**config.mk**
```make
export PLATFORM = sky130hd
export DESIGN_NAME = murmur_hash_64a
export DESIGN_NICKNAME = d
export VERILOG_FILES = /design/src/rtl/mmh_pkg.sv /design/src/rtl/murmur_hash_64a.sv /design/src/rtl/mmh_mul.sv /design/src/rtl/mmh_datapath.sv /design/src/rtl/mmh_ctrl.sv
export SDC_FILE = /design/constraint.sdc
export NUM_CORES = 2
export LEC_CHECK = 0
export BUFFER_PORTS_ARGS = -buffer_cell sky130_fd_sc_hd__buf_2
export CAP_MARGIN = 20
export CORE_UTILIZATION = 45
export CTS_CLUSTER_SIZE = 8
export DETAILED_ROUTE_END_ITERATION = 10
export PLACE_DENSITY = 0.73
export SYNTH_ARGS = -nofsm -noshare
export SYNTH_HDL_FRONTEND = slang
export SYNTH_SLANG_ARGS = --single-unit
export TNS_END_PERCENT = 5
```
**constraint.sdc**
```tcl
create_clock -name clock -period 8.85 [get_ports clock]
set_input_delay 0.4425 -clock clock [delete_from_list [all_inputs] [get_ports clock]]
set_output_delay 0.4425 -clock clock [all_outputs]
set_load 0.03 [all_outputs]
```
**src/rtl/mmh_pkg.sv**
```systemverilog
// MurmurHash64A engine: shared types, constants and helper functions.
// No dependencies; every other file in rtl/ but mmh_checker imports this package.
package mmh_pkg;

   localparam logic [63:0] MIX_MUL    = 64'hc6a4a7935bd1e995;
   localparam int          MIX_SHIFT  = 47;
   localparam logic [63:0] SEED_RESET = 64'd123;

   typedef enum logic [3:0] {
      ST_IDLE,
      ST_START,
      ST_MUL_LEN,
      ST_DISPATCH,
      ST_MUL_K1,
      ST_MUL_K2,
      ST_MUL_H,
      ST_FINISH,
      ST_MUL_AVAL,
      ST_EMIT
   } state_type;

   // operand fed to the multiplier on a start
   typedef enum logic [2:0] {
      SRC_LEN,    // zero-extended total length
      SRC_WORD,   // raw key word
      SRC_K,      // product xor-shifted by 47
      SRC_HK,     // work hash xor product
      SRC_TAIL,   // work hash xor masked tail bytes
      SRC_AVAL    // work hash xor-shifted by 47
   } mul_src_type;

   typedef enum logic [1:0] {
      W_HOLD,
      W_HASH,     // continue from running hash
      W_SEED,     // seed xor product
      W_PROD      // product
   } w_op_type;

   typedef enum logic [1:0] {
      H_HOLD,
      H_SAVE,
      H_CLEAR
   } h_op_type;

   typedef struct packed {
      logic        load;
      logic        mul_start;
      mul_src_type mul_src;
      w_op_type    w_op;
      h_op_type    h_op;
      logic        out_load;
   } dp_cmd_type;

   typedef struct packed {
      logic first;
      logic last;
      logic full;
      logic empty;
      logic mul_done;
   } dp_status_type;

   // low-byte mask for a tail of n bytes (n = 1..7)
   function automatic logic [63:0] tail_mask(input logic [2:0] n);
      logic [63:0] m;
      m = '0;
      for (int i = 0; i < 8; i++) begin
         m[i*8 +: 8] = (i < int'(n)) ? 8'hFF : 8'h00;
      end
      return m;
   endfunction

endpackage

```
**src/rtl/murmur_hash_64a.sv**
```systemverilog
// Top level of the streaming MurmurHash64A engine.
// Depends on mmh_pkg, mmh_ctrl and mmh_datapath.
//
// Usage: a key streams in as little-endian 64-bit words on the req_ channel,
// first key byte in bits 7..0. Mark the first word with req_first_word (its
// req_total_length seeds the hash as seed ^ length*M) and the final word with
// req_last_word; one hash comes out on the rsp_ channel per key. A word with
// req_valid_bytes of 8 or more is mixed as a full word, 1..7 as a tail, 0 adds
// nothing (use it for an empty key). Each 64-bit multiply by the mix constant
// runs on one shared 32x32 multiplier in three passes, and that sets the
// rate: one transaction at a time, a full word needing three multiplies and a
// tail word one, an empty word none; a first word adds the length multiply
// and a last word the avalanche multiply and handoff. A finished hash sits in
// the output register, so the next transaction is taken while it waits; only
// a following last word stalls on it. The seed register (csr_, reset value
// 123) is always ready and should be written only while no key is in flight.
module murmur_hash_64a (
   input  logic        clock,
   input  logic        reset,
   // input words
   input  logic        req_valid,
   output logic        req_ready,
   input  logic [63:0] req_data_word,
   input  logic [3:0]  req_valid_bytes,
   input  logic        req_first_word,
   input  logic        req_last_word,
   input  logic [31:0] req_total_length,
   // hash results
   output logic        rsp_valid,
   input  logic        rsp_ready,
   output logic [63:0] rsp_hash_value,
   // seed register write
   input  logic        csr_valid,
   output logic        csr_ready,
   input  logic [63:0] csr_hash_seed
);
   import mmh_pkg::*;

   dp_cmd_type    cmd;
   dp_status_type status;

   assign csr_ready = 1'b1;

   mmh_ctrl u_ctrl (
      .clock     (clock),
      .reset     (reset),
      .req_valid (req_valid),
      .req_ready (req_ready),
      .rsp_valid (rsp_valid),
      .rsp_ready (rsp_ready),
      .status    (status),
      .cmd       (cmd)
   );

   mmh_datapath u_dp (
      .clock        (clock),
      .reset        (reset),
      .cmd          (cmd),
      .status       (status),
      .data_word    (req_data_word),
      .valid_bytes  (req_valid_bytes),
      .first_word   (req_first_word),
      .last_word    (req_last_word),
      .total_length (req_total_length),
      .seed_write   (csr_valid && csr_ready),
      .seed_value   (csr_hash_seed),
      .hash_value   (rsp_hash_value)
   );

endmodule

```
**src/rtl/mmh_mul.sv**
```systemverilog
// Multi-cycle 64x64 (low 64 bits) multiply by the mix constant.
// One shared 32x32 multiplier, three passes. Depends on mmh_pkg.
module mmh_mul (
   input  logic        clock,
   input  logic        reset,
   input  logic        start,
   input  logic [63:0] operand,
   output logic        done,
   output logic [63:0] product
);
   import mmh_pkg::*;

   localparam logic [1:0] STEP_LAST = 2'd2;

   logic        busy_ff, busy_in;
   logic [1:0]  step_ff, step_in;
   logic        done_ff, done_in;
   logic [63:0] a_ff;
   logic [63:0] acc_ff, acc_in;
   logic [31:0] mx, my;
   logic [63:0] prod;

   always_comb begin
      case (step_ff)
         2'd0: begin
            mx = a_ff[31:0];
            my = MIX_MUL[31:0];
         end
         2'd1: begin
            mx = a_ff[31:0];
            my = MIX_MUL[63:32];
         end
         default: begin
            mx = a_ff[63:32];
            my = MIX_MUL[31:0];
         end
      endcase
      prod = {32'b0, mx} * {32'b0, my};
      // cross terms only reach the upper half
      if (step_ff == 2'd0) acc_in = prod;
      else                 acc_in = acc_ff + {prod[31:0], 32'b0};
   end

   always_comb begin
      busy_in = busy_ff;
      step_in = step_ff;
      done_in = busy_ff && (step_ff == STEP_LAST);
      if (start) begin
         busy_in = 1'b1;
         step_in = '0;
      end else if (busy_ff) begin
         if (step_ff == STEP_LAST) busy_in = 1'b0;
         else                      step_in = step_ff + 2'd1;
      end
   end

   always_ff @(posedge clock) begin
      if (reset) begin
         busy_ff <= 1'b0;
         step_ff <= '0;
         done_ff <= 1'b0;
      end else begin
         busy_ff <= busy_in;
         step_ff <= step_in;
         done_ff <= done_in;
      end
   end

   always_ff @(posedge clock) begin
      if (start)   a_ff   <= operand;
      if (busy_ff) acc_ff <= acc_in;
   end

   assign done    = done_ff;
   assign product = acc_ff;

endmodule

```
**src/rtl/mmh_datapath.sv**
```systemverilog
// Datapath: input capture, seed register, work/running hash, multiplier, output.
// Depends on mmh_pkg and mmh_mul.
module mmh_datapath (
   input  logic                  clock,
   input  logic                  reset,
   input  mmh_pkg::dp_cmd_type   cmd,
   output mmh_pkg::dp_status_type status,
   input  logic [63:0]           data_word,
   input  logic [3:0]            valid_bytes,
   input  logic                  first_word,
   input  logic                  last_word,
   input  logic [31:0]           total_length,
   input  logic                  seed_write,
   input  logic [63:0]           seed_value,
   output logic [63:0]           hash_value
);
   import mmh_pkg::*;

   logic [63:0] word_ff;
   logic [3:0]  nbytes_ff;
   logic        first_ff, last_ff;
   logic [31:0] len_ff;
   logic [63:0] seed_ff;
   logic [63:0] hash_ff;
   logic [63:0] w_ff;
   logic [63:0] out_ff;
   logic [63:0] mul_a;
   logic [63:0] prod;
   logic        mul_done;

   always_comb begin
      case (cmd.mul_src)
         SRC_LEN:  mul_a = {32'b0, len_ff};
         SRC_WORD: mul_a = word_ff;
         SRC_K:    mul_a = prod ^ (prod >> MIX_SHIFT);
         SRC_HK:   mul_a = w_ff ^ prod;
         SRC_TAIL: mul_a = w_ff ^ (word_ff & tail_mask(nbytes_ff[2:0]));
         SRC_AVAL: mul_a = w_ff ^ (w_ff >> MIX_SHIFT);
         default:  mul_a = word_ff;
      endcase
   end

   mmh_mul u_mul (
      .clock   (clock),
      .reset   (reset),
      .start   (cmd.mul_start),
      .operand (mul_a),
      .done    (mul_done),
      .product (prod)
   );

   // seed and running hash carry reset values
   always_ff @(posedge clock) begin
      if (reset) begin
         seed_ff <= SEED_RESET;
         hash_ff <= '0;
      end else begin
         if (seed_write) seed_ff <= seed_value;
         case (cmd.h_op)
            H_SAVE:  hash_ff <= w_ff;
            H_CLEAR: hash_ff <= '0;
            default: hash_ff <= hash_ff;
         endcase
      end
   end

   always_ff @(posedge clock) begin
      if (cmd.load) begin
         word_ff   <= data_word;
         nbytes_ff <= valid_bytes;
         first_ff  <= first_word;
         last_ff   <= last_word;
         len_ff    <= total_length;
      end
      case (cmd.w_op)
         W_HASH:  w_ff <= hash_ff;
         W_SEED:  w_ff <= seed_ff ^ prod;
         W_PROD:  w_ff <= prod;
         default: w_ff <= w_ff;
      endcase
      if (cmd.out_load) out_ff <= prod ^ (prod >> MIX_SHIFT);
   end

   // counts 9..15 act as a full word
   assign status.first    = first_ff;
   assign status.last     = last_ff;
   assign status.full     = nbytes_ff[3];
   assign status.empty    = (nbytes_ff == 4'd0);
   assign status.mul_done = mul_done;
   assign hash_value      = out_ff;

endmodule

```
**src/rtl/mmh_ctrl.sv**
```systemverilog
// Controller FSM: sequences load, multiplies, hash updates and result handoff.
// Depends on mmh_pkg.
module mmh_ctrl (
   input  logic                   clock,
   input  logic                   reset,
   input  logic                   req_valid,
   output logic                   req_ready,
   output logic                   rsp_valid,
   input  logic                   rsp_ready,
   input  mmh_pkg::dp_status_type status,
   output mmh_pkg::dp_cmd_type    cmd
);
   import mmh_pkg::*;

   state_type state_ff, state_in;
   logic      rsp_valid_ff, rsp_valid_in;

   always_ff @(posedge clock) begin
      if (reset) begin
         state_ff     <= ST_IDLE;
         rsp_valid_ff <= 1'b0;
      end else begin
         state_ff     <= state_in;
         rsp_valid_ff <= rsp_valid_in;
      end
   end

   always_comb begin
      state_in      = state_ff;
      rsp_valid_in  = rsp_valid_ff && !rsp_ready;
      req_ready     = 1'b0;
      cmd.load      = 1'b0;
      cmd.mul_start = 1'b0;
      cmd.mul_src   = SRC_WORD;
      cmd.w_op      = W_HOLD;
      cmd.h_op      = H_HOLD;
      cmd.out_load  = 1'b0;
      case (state_ff)
         ST_IDLE: begin
            req_ready = 1'b1;
            if (req_valid) begin
               cmd.load = 1'b1;
               state_in = ST_START;
            end
         end
         ST_START: begin
            if (status.first) begin
               cmd.mul_start = 1'b1;
               cmd.mul_src   = SRC_LEN;
               state_in      = ST_MUL_LEN;
            end else begin
               cmd.w_op = W_HASH;
               state_in = ST_DISPATCH;
            end
         end
         ST_MUL_LEN: begin
            if (status.mul_done) begin
               cmd.w_op = W_SEED;
               state_in = ST_DISPATCH;
            end
         end
         ST_DISPATCH: begin
            if (status.full) begin
               cmd.mul_start = 1'b1;
               cmd.mul_src   = SRC_WORD;
               state_in      = ST_MUL_K1;
            end else if (status.empty) begin
               state_in = ST_FINISH;
            end else begin
               cmd.mul_start = 1'b1;
               cmd.mul_src   = SRC_TAIL;
               state_in      = ST_MUL_H;
            end
         end
         ST_MUL_K1: begin
            if (status.mul_done) begin
               cmd.mul_start = 1'b1;
               cmd.mul_src   = SRC_K;
               state_in      = ST_MUL_K2;
            end
         end
         ST_MUL_K2: begin
            if (status.mul_done) begin
               cmd.mul_start = 1'b1;
               cmd.mul_src   = SRC_HK;
               state_in      = ST_MUL_H;
            end
         end
         ST_MUL_H: begin
            if (status.mul_done) begin
               cmd.w_op = W_PROD;
               state_in = ST_FINISH;
            end
         end
         ST_FINISH: begin
            if (status.last) begin
               cmd.mul_start = 1'b1;
               cmd.mul_src   = SRC_AVAL;
               state_in      = ST_MUL_AVAL;
            end else begin
               cmd.h_op = H_SAVE;
               state_in = ST_IDLE;
            end
         end
         ST_MUL_AVAL: begin
            if (status.mul_done) state_in = ST_EMIT;
         end
         ST_EMIT: begin
            // product holds until the output register is free
            if (!rsp_valid_ff || rsp_ready) begin
               cmd.out_load = 1'b1;
               cmd.h_op     = H_CLEAR;
               rsp_valid_in = 1'b1;
               state_in     = ST_IDLE;
            end
         end
         default: begin
            state_in = ST_IDLE;
         end
      endcase
   end

   assign rsp_valid = rsp_valid_ff;

endmodule

```
# After elaboration in Yosys (flattened, before gate mapping)
# Cells that the tools add are included.
[totals] reg_bits=495 inputBits=171 output_inout_bits=67
[classes] add_sub_neg=2 n_mul=1 n_lt_le_gt_ge=7 n_eq_ne=27 mux=48 bitwise_logic=7 n_reduce_logical=15
[ops] operator="$pmux 64 s5" n=1
[ops] operator="$pmux 64 s3" n=1
[ops] operator="$xor 64x64->64" n=3
[ops] operator="$pmux 64 s2" n=1
[ops] operator="$xor 64x17->64" n=2
[ops] operator="$add 64x64->64" n=1
[ops] operator="$and 64x56->64" n=1
[ops] operator="$mul 32x32->64" n=1
[ops] operator="$mux 32" n=2
[ops] operator="$mux 64" n=1
[ops] operator="$mux 4" n=15
[ops] operator="$mux 8" n=7
[ops] operator="$pmux 4 s10" n=1
[ops] operator="$pmux 4 s5" n=1
[ops] operator="$eq 4x3->1 const B" n=4
[ops] operator="$mux 1" n=13
[ops] operator="$ne 2x1->1 const B" n=6
[ops] operator="$lt 3x3->1 const A" n=3
[ops] operator="$eq 2x2->1 const B" n=4
[ops] operator="$eq 4x2->1 const B" n=2
[ops] operator="$eq 4x4->1 const B" n=2
[ops] operator="$logic_not 4->1" n=2
[ops] operator="$reduce_and 7->1" n=1
[ops] operator="$eq 2x1->1 const B" n=3
[ops] operator="21 further kinds" n=29

# Longest topological paths before layout
[logic_depth] depth_word=6 ltp_mapped=40 ltp_nobuf=39

# Hierarchy
# From an unflattened synthesis, not the netlist that was laid out.
[hier_totals] cells_unflattened=4742 hier_area_um2=48536.6
[modules_own_cells] module="mmh_mul" instances=1 cells_each=3026 area_each_um2=30983.5 seq_area_each_um2=3923.8
[modules_own_cells] module="mmh_datapath" instances=1 cells_each=1642 area_each_um2=17018.8 seq_area_each_um2=9469.1
[modules_own_cells] module="mmh_ctrl" instances=1 cells_each=72 area_each_um2=523.0 seq_area_each_um2=100.1
[modules_own_cells] module="murmur_hash_64a" instances=1 cells_each=2 area_each_um2=11.3 seq_area_each_um2=0.0

# Worst setup path before layout
# OpenSTA, ideal clock, no wires.
[synth_path] kind="register to register" start="register u_dp.u_mul.step_ff[0]" end="register u_dp.u_mul.acc_ff[62] (netlist: u_dp.u_mul.product[62]) (data pin)" setup_ps=259 arrival_ps=9506 required_time_ps=8591 setup_slack_ps=-915 stages_incl_launch_ff=39 period_less_slack_ps=9765 cell_sequence="dfxtp_1 inv_1 ha_1 nor2_1 buf_2 buf_2 mux2i_1 or2_2 inv_1 ha_1 fa_1 inv_1 fa_1 fa_1 inv_1 fa_1 inv_1 fa_1 (+3 left out) ha_1 and2_1 nand4_1 nand2b_1 o221ai_1 nand2b_1 xor2_1 ha_1 a21o_1 a21oi_1 o21bai_1 a21o_1 a21oi_1 o211ai_1 a31oi_2 nand4b_1 o41ai_1 a211o_1"
[synth_via] elab_chain_len=6 elab_cells_between_ends=8 classes_between="add/sub (1); mul (1); eq/ne (1); mux (3); reduce/logical (2)"
[synth_rtl] element="start: declaration" line_no="mmh_mul.sv:16" source="logic [1:0] step_ff, step_in;"
[synth_rtl] element="start signal: assignment" line_no="mmh_mul.sv:64" source="step_ff <= step_in;"
[synth_rtl] element="$eq 2x1->1 or $logic_not 2->1 (tied branches)" line_no="mmh_mul.sv:24, mmh_mul.sv:40"
[synth_rtl] element="$reduce_or 2->1 (no source line)"
[synth_rtl] element="$mux 32" line_no="mmh_mul.sv:24" source="case (step_ff)"
[synth_rtl] element="$mul 32x32->64" line_no="mmh_mul.sv:38" source="prod = {32'b0, mx} * {32'b0, my};"
[synth_rtl] element="$add 64x64->64" line_no="mmh_mul.sv:41" source="else acc_in = acc_ff + {prod[31:0], 32'b0};"
[synth_rtl] element="$mux 64 *" line_no="mmh_mul.sv:40" source="if (step_ff == 2'd0) acc_in = prod;"
[synth_rtl] element="via u_dp.u_mul.acc_in[62]" line_no="mmh_mul.sv:19" source="logic [63:0] acc_ff, acc_in;"
[synth_rtl] element="end signal: assignment" line_no="mmh_mul.sv:71" source="if (busy_ff) acc_ff <= acc_in;"
[synth_rtl] element="end: declaration" line_no="mmh_mul.sv:19"
# Mark *: on every way through the listed nets, which the timed path passes. The rest lies on a longest branch.
# A chain may end at the register's enable or synchronous reset.

# Worst setup path in the final report
# Ends and elaborated chain as after synthesis.

==> impl_metrics.tcl <==
set metrics [dict create \
    place_hpwl_mm 132.0 \
    via_count 37400 \
    cp_data_arrival_time_ns 9.25 \
    synth_cell_type_count 92 \
    tritoncts "done" \
    finalMaxSlewViolations 0 \
    seq_total_area_yosys 0.2846 \
    grt_start_max_net_pins 80 \
    avgViaCountPerCell 5.604 \
    final_net_count 6452 \
    drc_errors 0 \
    achievable-frequency_ghz 0.1126 \
    drt_first_pass_iters 6 \
    largest_fanout_on_the_critical_path 5 \
    critical_path.top_delay_family "adder cells" \
    final_core_util 0.5453 \
    worst_path_largest_cell_delay_ns 0.55 \
    grt_pass1_vias 38480 \
    finalHoldViolations 0 \
    worst-setup-path-type "register to register" \
    track_usage 0.3094 \
    top_layer "met5" \
    dieHeight_um 326.6 \
    ys_async_sr_fraction 0 \
    die_outline_area_mm2 0.1066 \
    totalWireLength_mm 164.7 \
    synth_cells 4577 \
    initial_core_utilization 0.4561 \
    worst_skew_pair.late_latency_ns 0.65 \
    failed_checks "setup timing" \
    timing.final.crit_share 1.003 \
    h_tree_levels 3 \
    rrSetupSlack_ns -0.03 \
    setup_repair_after_global_routing_missed_its_margin "yes" \
    endpoint_kind "register" \
    hp-class "primary input to register" \
    detail-route-antenna-nets 0 \
    synth.top_cell.area_share 0.2563 \
    maximum_capacitance_violations 0 \
    synth-warning-count 0 \
    synth.ff_latch_count 495 \
    synthMostInstantiatedCell "inv_1" \
    most_numerous_cell_types_in_the_synthesized_netlist "inv_1, fa_1, ha_1" \
    route.met3.wl_mm 16.15 \
    cp.buffers_inverters 15 \
    cts_root_buf "clkbuf_16" \
    cts_inserted_buffers 71 \
    post_synth.cell_area_avg_um2 10.36 \
    antenna_violations_before_repair 7 \
    fp.dieW_um 326.6 \
    synth_area_mm2 0.04740 \
    layout_min_cycle_time_ns 8.879 \
    fin_ws_ns -0.02875 \
    netlist.top_cell.by_area "fa_1" \
    core_region_area_mm2 0.1039 \
    areaGrowthSynthToFinish_pct 19.57 \
    cp.required_ns 9.22 \
    status "finished with violations" \
    globalRouteOverflowTotal 0 \
    wl_per_cell_um 24.68 \
    number_of_enable_type_register_cells_in_the_synthesized_netlist 358 \
    tightest_pin_transition_ns 1.220 \
    fraction_of_layout_cells_with_a_size_suffix_above_1 0.1811 \
    finalWeightedCongestion 1.026 \
    wire_length_on_met1_mm 63.65 \
    timing.clock.skew_ns 0.05542 \
    slew_headroom 0.1835 \
    met2RoutedLength_mm 74.54 \
    clkTransAtPathRegs_ns 0.05 \
    number_of_setup_violations_in_the_final_report 1 \
    cts.path.max_buffers 3 \
    synthTopCellsByArea "fa_1, edfxtp_1, ha_1" \
    ys.flop_type "edfxtp_1" \
    tritoncts_num_sinks 495 \
    crit_slowest_cell "fa_1" \
    critPathLaunchType "register" \
    design.portCount 238 \
    drt_first_iter_violations 4122 \
    site_rows 118 \
    count_of_buffers_from_port_buffering 236 \
    grt_first_pass_wirelength_mm 243.5 \
    critical-path-top-cell-by-count "fa_1" \
]
-- cell families (layout without fill, tap and decap cells) --
family	count (synthesis)	after routing	synth area share
XOR/XNOR	269	269	0.04970
multiplexers	119	119	0.02529
other	2	8	0.0001584
flip-flops	495	495	0.2846
adder cells (fa/ha/maj)	1047	1047	0.3725
AND/OR/NAND/NOR	944	944	0.09056
buffers and inverters	957	1667	0.07684
AO/OA/AOI/OAI	744	744	0.1003
-- stage by stage --
stage	hold slack [ns]	setup WS, ns	setup TNS (ns)	instances	cell area (µm²)
2_1_floorplan	0.4244	0.006981	0	4581	47620
3_3_place_gp	0.4710	-0.2294	-0.9892	6448	53170
3_5_place_dp	0.4797	-0.3033	-1.764	6449	53170
4_1_cts	0.00005329	-0.007147	-0.007147	6659	56280
5_1_grt	-0.001708	-0.2813	-2.550	6672	56680
6_report	0.004731	-0.02875	-0.02875	6673	56680
-- path summary, 6_finish.rpt --
| path | cells after the start | startpoint | endpoint |
|---|---|---|---|
| setup / recovery | 37 | u_dp.u_mul.step_ff[0] | u_dp.u_mul.product[62] |
| hold / removal | 1 | req_total_length[31] | u_dp.len_ff[31] |
| setup reg to reg | 37 | u_dp.u_mul.step_ff[0] | u_dp.u_mul.product[62] |
| hold reg to reg | 2 | u_dp.hash_ff[16] | u_dp.hash_ff[16] |
-- state kept, by name, indices dropped and copies added, names as in the netlist, 32 cells and up --
signal              cells
u_dp.seed_ff           64
u_dp.w_ff              64
u_dp.word_ff           64
u_dp.hash_ff           64
u_dp.len_ff            32
u_dp.u_mul.a_ff        64
u_dp.u_mul.product     64
u_dp.hash_value        64
-- cell type report --
class,count,area (µm²)
antenna,2,5.005
clock buffer,124,1997
clock inverter,6,125.1
fill,8972,47260
inverter,766,2882
multi-input combinational,3129,30970
sequential,495,13500
tap,1380,1727
timing repair buffer,771,5473
-- placed cells by master (no fill, tap or decap), drive strengths merged, types with 113 or more instances in the layout --
master  Yosys  routed
inv       766     765
buf        45     695
fa        607     607
ha        440     440
nor2      367     367
edfxtp    358     358
nand2     290     290
a21oi     287     287
xor2      160     160
o21ai     146     146
dfxtp     137     137
clkbuf    146     125
mux2i     113     113
-- metal layers --
layer / vias up / global-route usage
li1: 16370 / -
met1: 18470 / 0.4043
met2: 2077 / 0.4858
met3: 476 / 0.06327
met4: 6 / 0.1614
met5: - / 0
-- timing repair --
action / 4_1_cts / 5_1_grt
resized for setup: 34 / 68
pin swaps: 19 / 49
buffers inserted: 6 / 10
setup endpoints to repair: 13 / 24
endpoints found under the hold margin: 74 / 1
hold buffers: 74 / 1
Power is not shown: default switching activity piles up to over one toggle a cycle in this logic, so the estimate is an artifact.
